===== src/hdl/fss_pkg.sv =====
// ----------------------------------------------------------------------------
// fss_pkg
// Types and constants shared by the FAT12 sector sequencer modules.
// ----------------------------------------------------------------------------
`default_nettype none

package fss_pkg;

  // Field widths of the item and result beats
  localparam int unsigned FUNC_W     = 2;
  localparam int unsigned TADDR_W    = 13;
  localparam int unsigned TBYTE_W    = 8;
  localparam int unsigned CLUSTER_W  = 12;
  localparam int unsigned LBA_W      = 32;
  localparam int unsigned SPC_W      = 8;

  // Configuration port
  localparam int unsigned CFG_IDX_W  = 1;
  localparam int unsigned CFG_DATA_W = 32;
  localparam logic [CFG_IDX_W-1:0] REG_SPC        = 1'd0;
  localparam logic [CFG_IDX_W-1:0] REG_DATA_START = 1'd1;

  // Item function codes
  localparam logic [FUNC_W-1:0] FUNC_LOAD    = 2'd0;
  localparam logic [FUNC_W-1:0] FUNC_OPEN    = 2'd1;
  localparam logic [FUNC_W-1:0] FUNC_ADVANCE = 2'd2;

  // FAT12 entry values
  localparam logic [CLUSTER_W-1:0] ENTRY_MASK = 12'hFFF;
  localparam logic [CLUSTER_W-1:0] END_MARK   = 12'hFF8;

  // Command queue between front and back
  localparam int unsigned QUEUE_DEPTH = 2;
  localparam int unsigned QPTR_W      = 1;
  localparam int unsigned QCNT_W      = 2;

  typedef enum logic [1:0] {
    OP_LOAD,
    OP_OPEN,
    OP_ADVANCE
  } op_e;

  typedef struct packed {
    op_e                   op;
    logic [TADDR_W-1:0]    table_address;
    logic [TBYTE_W-1:0]    table_byte;
    logic [CLUSTER_W-1:0]  first_cluster;
  } cmd_t;

  typedef struct packed {
    logic [SPC_W-1:0] sectors_per_cluster;
    logic [LBA_W-1:0] data_start_lba;
  } cfg_t;

  typedef enum logic [2:0] {
    B_IDLE,
    B_RD0,
    B_RD1,
    B_RD2,
    B_MUL,
    B_ADD
  } back_state_e;

endpackage

`default_nettype wire


===== src/hdl/fss_in_if.sv =====
// ----------------------------------------------------------------------------
// fss_in_if
// Item channel of the sector sequencer: valid/ready plus the item fields.
// ----------------------------------------------------------------------------
`default_nettype none

interface fss_in_if;
  logic                             valid;
  logic                             ready;
  logic [fss_pkg::FUNC_W-1:0]       func;
  logic [fss_pkg::TADDR_W-1:0]      table_address;
  logic [fss_pkg::TBYTE_W-1:0]      table_byte;
  logic [fss_pkg::CLUSTER_W-1:0]    first_cluster;

  modport source (
    output valid, func, table_address, table_byte, first_cluster,
    input  ready
  );

  modport sink (
    input  valid, func, table_address, table_byte, first_cluster,
    output ready
  );
endinterface

`default_nettype wire


===== src/hdl/fss_front.sv =====
// ----------------------------------------------------------------------------
// fss_front
// Accepts item beats, classifies the function code and queues commands for the known codes.
// ----------------------------------------------------------------------------
`default_nettype none

module fss_front (
  input  wire logic      clk_i,
  input  wire logic      rst_ni,
  fss_in_if.sink         in_if,
  output fss_pkg::cmd_t  cmd_o,
  output logic           cmd_valid_o,
  input  wire logic      cmd_pop_i
);

  fss_pkg::cmd_t                  queue_q [fss_pkg::QUEUE_DEPTH];
  logic [fss_pkg::QPTR_W-1:0]     wr_ptr_q, wr_ptr_d;
  logic [fss_pkg::QPTR_W-1:0]     rd_ptr_q, rd_ptr_d;
  logic [fss_pkg::QCNT_W-1:0]     count_q, count_d;
  logic                           accept;
  logic                           push;
  logic                           pop;
  logic                           known;
  fss_pkg::cmd_t                  cmd_in;

  assign in_if.ready = (count_q != fss_pkg::QCNT_W'(fss_pkg::QUEUE_DEPTH));
  assign accept      = in_if.valid && in_if.ready;

  always_comb begin
    known                = 1'b1;
    cmd_in.op            = fss_pkg::OP_LOAD;
    cmd_in.table_address = in_if.table_address;
    cmd_in.table_byte    = in_if.table_byte;
    cmd_in.first_cluster = in_if.first_cluster;
    case (in_if.func)
      fss_pkg::FUNC_LOAD:    cmd_in.op = fss_pkg::OP_LOAD;
      fss_pkg::FUNC_OPEN:    cmd_in.op = fss_pkg::OP_OPEN;
      fss_pkg::FUNC_ADVANCE: cmd_in.op = fss_pkg::OP_ADVANCE;
      default:               known     = 1'b0;  // drop the unused code
    endcase
  end

  assign push = accept && known;
  assign pop  = cmd_pop_i && (count_q != '0);

  always_comb begin
    wr_ptr_d = wr_ptr_q;
    rd_ptr_d = rd_ptr_q;
    count_d  = count_q;
    if (push) begin
      wr_ptr_d = wr_ptr_q + 1'b1;
    end
    if (pop) begin
      rd_ptr_d = rd_ptr_q + 1'b1;
    end
    case ({push, pop})
      2'b10:   count_d = count_q + 1'b1;
      2'b01:   count_d = count_q - 1'b1;
      default: count_d = count_q;
    endcase
  end

  always_ff @(posedge clk_i or negedge rst_ni) begin
    if (!rst_ni) begin
      wr_ptr_q <= '0;
      rd_ptr_q <= '0;
      count_q  <= '0;
    end else begin
      wr_ptr_q <= wr_ptr_d;
      rd_ptr_q <= rd_ptr_d;
      count_q  <= count_d;
    end
  end

  always_ff @(posedge clk_i) begin
    if (push) begin
      queue_q[wr_ptr_q] <= cmd_in;
    end
  end

  assign cmd_o       = queue_q[rd_ptr_q];
  assign cmd_valid_o = (count_q != '0);

endmodule

`default_nettype wire


===== src/flat_wrapper.sv =====
// flat-port wrapper written by rule: the top's interface ports become plain ports
module fss_front_flat 
  (clk_i, rst_ni, cmd_o, cmd_valid_o, cmd_pop_i, in_if_valid, in_if_func, in_if_table_address, in_if_table_byte, in_if_first_cluster, in_if_ready);
  fss_in_if in_if_i ();
  input  wire logic clk_i;
  input  wire logic rst_ni;
  output fss_pkg::cmd_t cmd_o;
  output logic cmd_valid_o;
  input  wire logic cmd_pop_i;
  input wire logic [$bits(in_if_i.valid)-1:0] in_if_valid;
  input wire logic [$bits(in_if_i.func)-1:0] in_if_func;
  input wire logic [$bits(in_if_i.table_address)-1:0] in_if_table_address;
  input wire logic [$bits(in_if_i.table_byte)-1:0] in_if_table_byte;
  input wire logic [$bits(in_if_i.first_cluster)-1:0] in_if_first_cluster;
  output wire logic [$bits(in_if_i.ready)-1:0] in_if_ready;
  assign in_if_i.valid = in_if_valid;
  assign in_if_i.func = in_if_func;
  assign in_if_i.table_address = in_if_table_address;
  assign in_if_i.table_byte = in_if_table_byte;
  assign in_if_i.first_cluster = in_if_first_cluster;
  assign in_if_ready = in_if_i.ready;
  fss_front u_core (.clk_i(clk_i), .rst_ni(rst_ni), .in_if(in_if_i), .cmd_o(cmd_o), .cmd_valid_o(cmd_valid_o), .cmd_pop_i(cmd_pop_i));
endmodule

===== config.mk =====
export PLATFORM = sky130hd
export DESIGN_NAME = fss_front_flat
export DESIGN_NICKNAME = d
export VERILOG_FILES = /design/src/hdl/fss_pkg.sv /design/src/hdl/fss_in_if.sv /design/src/hdl/fss_front.sv /design/src/flat_wrapper.sv
export SDC_FILE = /design/constraint.sdc
export NUM_CORES = 1
export LEC_CHECK = 0
export ABC_AREA = 1
export BUFFER_PORTS_ARGS = -buffer_cell sky130_fd_sc_hd__buf_4
export CAP_MARGIN = 5
export CORE_UTILIZATION = 56
export DETAILED_ROUTE_END_ITERATION = 7
export PLACE_DENSITY = 0.84
export SLEW_MARGIN = 15
export SYNTH_ARGS = -nofsm -noshare
export SYNTH_HDL_FRONTEND = slang
export SYNTH_SLANG_ARGS = --single-unit

===== constraint.sdc =====
create_clock -name clk_i -period 3.9 [get_ports clk_i]
set_input_delay 0.39 -clock clk_i [delete_from_list [all_inputs] [get_ports clk_i]]
set_output_delay 0.39 -clock clk_i [all_outputs]
set_load 0.02 [all_outputs]

==> impl_summary.md <==
Power and ir drop
The relative contribution of sequential cells to total power is 40.3%. Dividing total power by cell area gives a power density of 757.8 mW/mm^2. The clock network burns 22.8% of the power. For this design the static power due to leakage is 1.603 nW. Per report_power, the combinational group accounts for 36.9% of the total.

Summed over all nets, the switching power comes to 0.0009987 W. In this run switching power makes up 35.86% of total power. Cell internal power was estimated by the tool at 0.001786 W. IR analysis of the VDD net gives a maximum drop of 0.4788 mV.

CTS
The clock transition at the registers of the reported paths is 0.08 ns. After clock tree synthesis, the repair step resized 0 gates. The clock tree synthesis step divided the H-tree into 3 levels. The clock insertion delay at the later pin of the skew report is 0.34 ns. The number of post-CTS setup repair buffers is 0. For this design, the sink count on the clock tree is 74. The cts-stage hold buffer count is 1. The number of buffers added by the clock tree synthesis step is 9. The CTS tree is yes. The number of buffers on the longest clock path is 2. The clock tree root buffer cell is sky130_fd_sc_hd__clkbuf_8.

Die
The number of cell rows is 25. Measured along the y axis, the die boundary spans 73.45 um. The initial utilization of the core area, before any placement, comes to 59.35%. During I/O placement, the number of pins put on the boundary was 76.

The core area is 0.004817 sq mm. From left edge to right edge, the die measures 73.45 um. The floorplan step defined a die boundary enclosing 0.005395 sq mm.

Synthesis
The post-synthesis net count is 258. The mean post-synth cell area is 13.11 sq um. The cell count after synthesis came out at 218. The count of warnings emitted by yosys is 0. In this run the cell area of the synthesized design comes to 0.002859 sq mm. The most area-hungry cell type in the Yosys netlist is sky130_fd_sc_hd__edfxtp_1. The predominant post-synthesis flop cell is sky130_fd_sc_hd__edfxtp_1.

In the synthesized netlist the async set-or-reset flop fraction comes to 5.405%. The register bit total from synthesis is 74. The most repeated cell in the gate-level netlist after synthesis is sky130_fd_sc_hd__nand2_1. The top-area cell type share of the netlist area is 73.52%. The sequential element share of the synthesized area is 77.02%. In the synthesized netlist, the cells that appear most often are sky130_fd_sc_hd__nand2_1 (106), sky130_fd_sc_hd__edfxtp_1 (70), sky130_fd_sc_hd__nand2_2 (11), sky130_fd_sc_hd__inv_1 (9). The number of distinct library cell variants in the gate-level netlist after synthesis is 15. The count of flip-flops with a built-in enable after synthesis is 70. Yosys attributes the largest share of cell area to sky130_fd_sc_hd__edfxtp_1 (74%), sky130_fd_sc_hd__nand2_1 (14%), sky130_fd_sc_hd__dfrtp_1 (3.5%), sky130_fd_sc_hd__nand2_2 (2.4%), sky130_fd_sc_hd__buf_6 (1.6%).

Layout
Summing all multi-input logic gate instances after layout gives 539.3 sq um. At the end of the flow, the number of nets in the layout was 340. The count of filler cells inserted in the layout is 319. The sequential cells in the finished layout cover a total of 0.002202 sq mm. The post-route netlist has 34.43% of its cells at a drive strength greater than 1.

The count of non-filler cells in the finished layout is 372. The layout overhead on the synthesized area is 28.53%. The antenna diode count is 0.

Worst setup path
The worst setup path is launched from a flip-flop. The capture instance of the worst register-to-register path is u_core.queue_q[1][26]. The data arrival time of the critical path is 1.81 ns. The maximum fanout encountered on the critical timing path is 21. The worst reg-to-reg setup slack is 2.07 ns. Data on the critical path is required at its endpoint by 3.51 ns. The path depth of the worst reg2reg path is 4. The startpoint of the lowest-slack register-to-register path is u_core.count_q[0].

STA classifies the critical path endpoint as an output port. The critical path is of the flip-flop to output port type.

Job
The tool flagged a number of max-cap violations equal to 0.

Place
Counting tap cells, the placed design contains a total of 355 instances. The worst-case setup slack after placement is 1.972 ns. The global placement routability congestion is 0.7538. The wire-length estimate of the detail-placed layout is 3.111 mm. The number of port buffers is 75.

STA
For the pin with the worst max-slew slack, the measured transition is 1.013 ns. The final max-slew violation count is 0. Setup slack closes at 1.697 ns. The total of endpoints with negative setup slack in the final report is 0. The final sum of negative setup slack is 0 ns. After layout, the worst path uses 56.49% of the clock period. The number of endpoints with negative hold slack in the final report was 0. The relative slew slack is 32.32%. The maximum frequency from static timing analysis is 0.4539 GHz.

Clock skew on the completed layout was measured at 0.01153 ns. Setup repair after global routing left no endpoint under its margin. The routed design could run at a clock period as short as 2.203 ns.

Drt
The detailed route wirelength on metal2 is 2.658 mm. After detailed routing, no signal wire sits above met4. The detailed-route wire length is 4.911 mm.

The initial DRC count is 84. The detail-routed via count per cell is 4.753. The final route contains 1768 vias. For this block, wires on met1 add up to 1.970 mm.

The DRC violations left is 0. The count of nets left with antenna violations once routing finished came out at 0. The wire length per cell after detailed routing is 13.20 um. The detailed-router iteration count before antenna repair is 4.

The wire length on met3 is 204 um.

Min path
The capture endpoint of the worst hold path is u_core.queue_q[1][25]. In this run the worst hold path is classified as primary input to flip-flop. Counting instances, the worst hold path has a depth of 1.

In this run the most critical hold path is launched from in_if_table_address[5].

Outcome
The flow ran to the end, and the final reports show no timing, DRC or antenna violations.

GRT
The first global-routing pass estimated 7.217 mm of wire. The pin count of the biggest net entering global routing is 37. The via count of the first global-routing pass came to 1685. For this run, the total global-route usage over all layers was measured as 18.88%. The initial antenna violation count is 0. After global routing the overflow that remains totals 0.
## how the worst max path moves through the flow
stage                            startpoint                     to  cells past startpoint
final                       u_core.rd_ptr_q              cmd_o[33]                      4
after floorplan           u_core.count_q[0]   u_core.queue_q[1][0]                      4
after CTS                   u_core.rd_ptr_q              cmd_o[15]                      4
after global placement        in_if_func[0]  u_core.queue_q[1][23]                      4
after global routing        u_core.rd_ptr_q              cmd_o[27]                      4
after detailed placement      in_if_func[0]  u_core.queue_q[1][29]                      4
## metrics by stage
step | instance area [sq um] | power [W] | util [%] | hold WS (ns)
final | 3675 | 0.002785 | 76.29 | 0.2286
after global routing | 3675 | 0.002922 | 76.29 | 0.2121
after CTS | 3675 | 0.002807 | 76.29 | 0.2171
after detailed placement | 3448 | 0.002173 | 71.58 | 0.1911
after global placement | 3448 | 0.002143 | 71.58 | 0.1883
after floorplan | 2859 | 0.001810 | - | 0.09441
## flip-flops by register name, summed over array words and instances, names as in the netlist
signal,count
u_core.queue_q,70
u_core.count_q,2
u_core.rd_ptr_q,1
u_core.wr_ptr_q,1
## final cells by class
| class | count | share of cell area (%) |
|---|---|---|
| tap | 67 | 2.281 |
| inverter | 10 | 1.226 |
| multi-input combinational | 127 | 14.67 |
| sequential | 74 | 59.93 |
| clock inverter | 7 | 2.520 |
| clock buffer | 9 | 3.371 |
| timing repair buffer | 78 | 16.00 |
## power groups by stage
stage               clock [W]  sequential [W]  combinational [W]
finish               0.000636         0.00112            0.00103
global route         0.000675         0.00114            0.00111
CTS                  0.000646         0.00112            0.00104
detailed placement          0         0.00114            0.00103
global placement            0         0.00113            0.00101
floorplan                   0         0.00110           0.000711
## metal layers
| layer | GRT usage, % | vias up |
|---|---|---|
| li1 | - | 884 |
| met1 | 21.19 | 818 |
| met2 | 33.23 | 57 |
| met3 | 5.487 | 9 |
| met4 | 8.547 | 0 |
| met5 | 0 | - |
## logic make-up after synthesis
group         Yosys count  share of synthesized area [%]
buf+inv                17                          4.376
simple gates          125                          17.86
flops                  74                          77.02
xor+xnor                1                         0.3064
fa+ha+maj               1                         0.4376
## placed cells by master, fill, tap and decap left out
| cell | count |
|---|---|
| sky130_fd_sc_hd__clkinv_4 | 1 |
| sky130_fd_sc_hd__dfrtp_1 | 4 |
| sky130_fd_sc_hd__nand3_1 | 2 |
| sky130_fd_sc_hd__xnor2_1 | 1 |
| sky130_fd_sc_hd__dlygate4sd3_1 | 1 |
| sky130_fd_sc_hd__ha_1 | 1 |
| sky130_fd_sc_hd__inv_1 | 9 |
| sky130_fd_sc_hd__nand3_2 | 1 |
| sky130_fd_sc_hd__inv_8 | 1 |
| sky130_fd_sc_hd__inv_6 | 1 |
| sky130_fd_sc_hd__nand2_2 | 11 |
| sky130_fd_sc_hd__nor2_1 | 2 |
| sky130_fd_sc_hd__bufinv_16 | 2 |
| sky130_fd_sc_hd__edfxtp_1 | 70 |
| sky130_fd_sc_hd__buf_4 | 77 |
| sky130_fd_sc_hd__clkinv_1 | 2 |
| sky130_fd_sc_hd__nor2_4 | 1 |
| sky130_fd_sc_hd__clkinvlp_4 | 1 |
| sky130_fd_sc_hd__clkbuf_8 | 9 |
| sky130_fd_sc_hd__nand2_1 | 106 |
| sky130_fd_sc_hd__nand4_1 | 2 |
## critical path, cell delays in order, from the launching register on
cell	delay, ns
sky130_fd_sc_hd__dfrtp_1	0.84
sky130_fd_sc_hd__buf_4	0.34
sky130_fd_sc_hd__nand2_1	0.07
sky130_fd_sc_hd__nand2_1	0.08
sky130_fd_sc_hd__buf_4	0.14
Note: power is estimated with default switching activity, not from simulation.
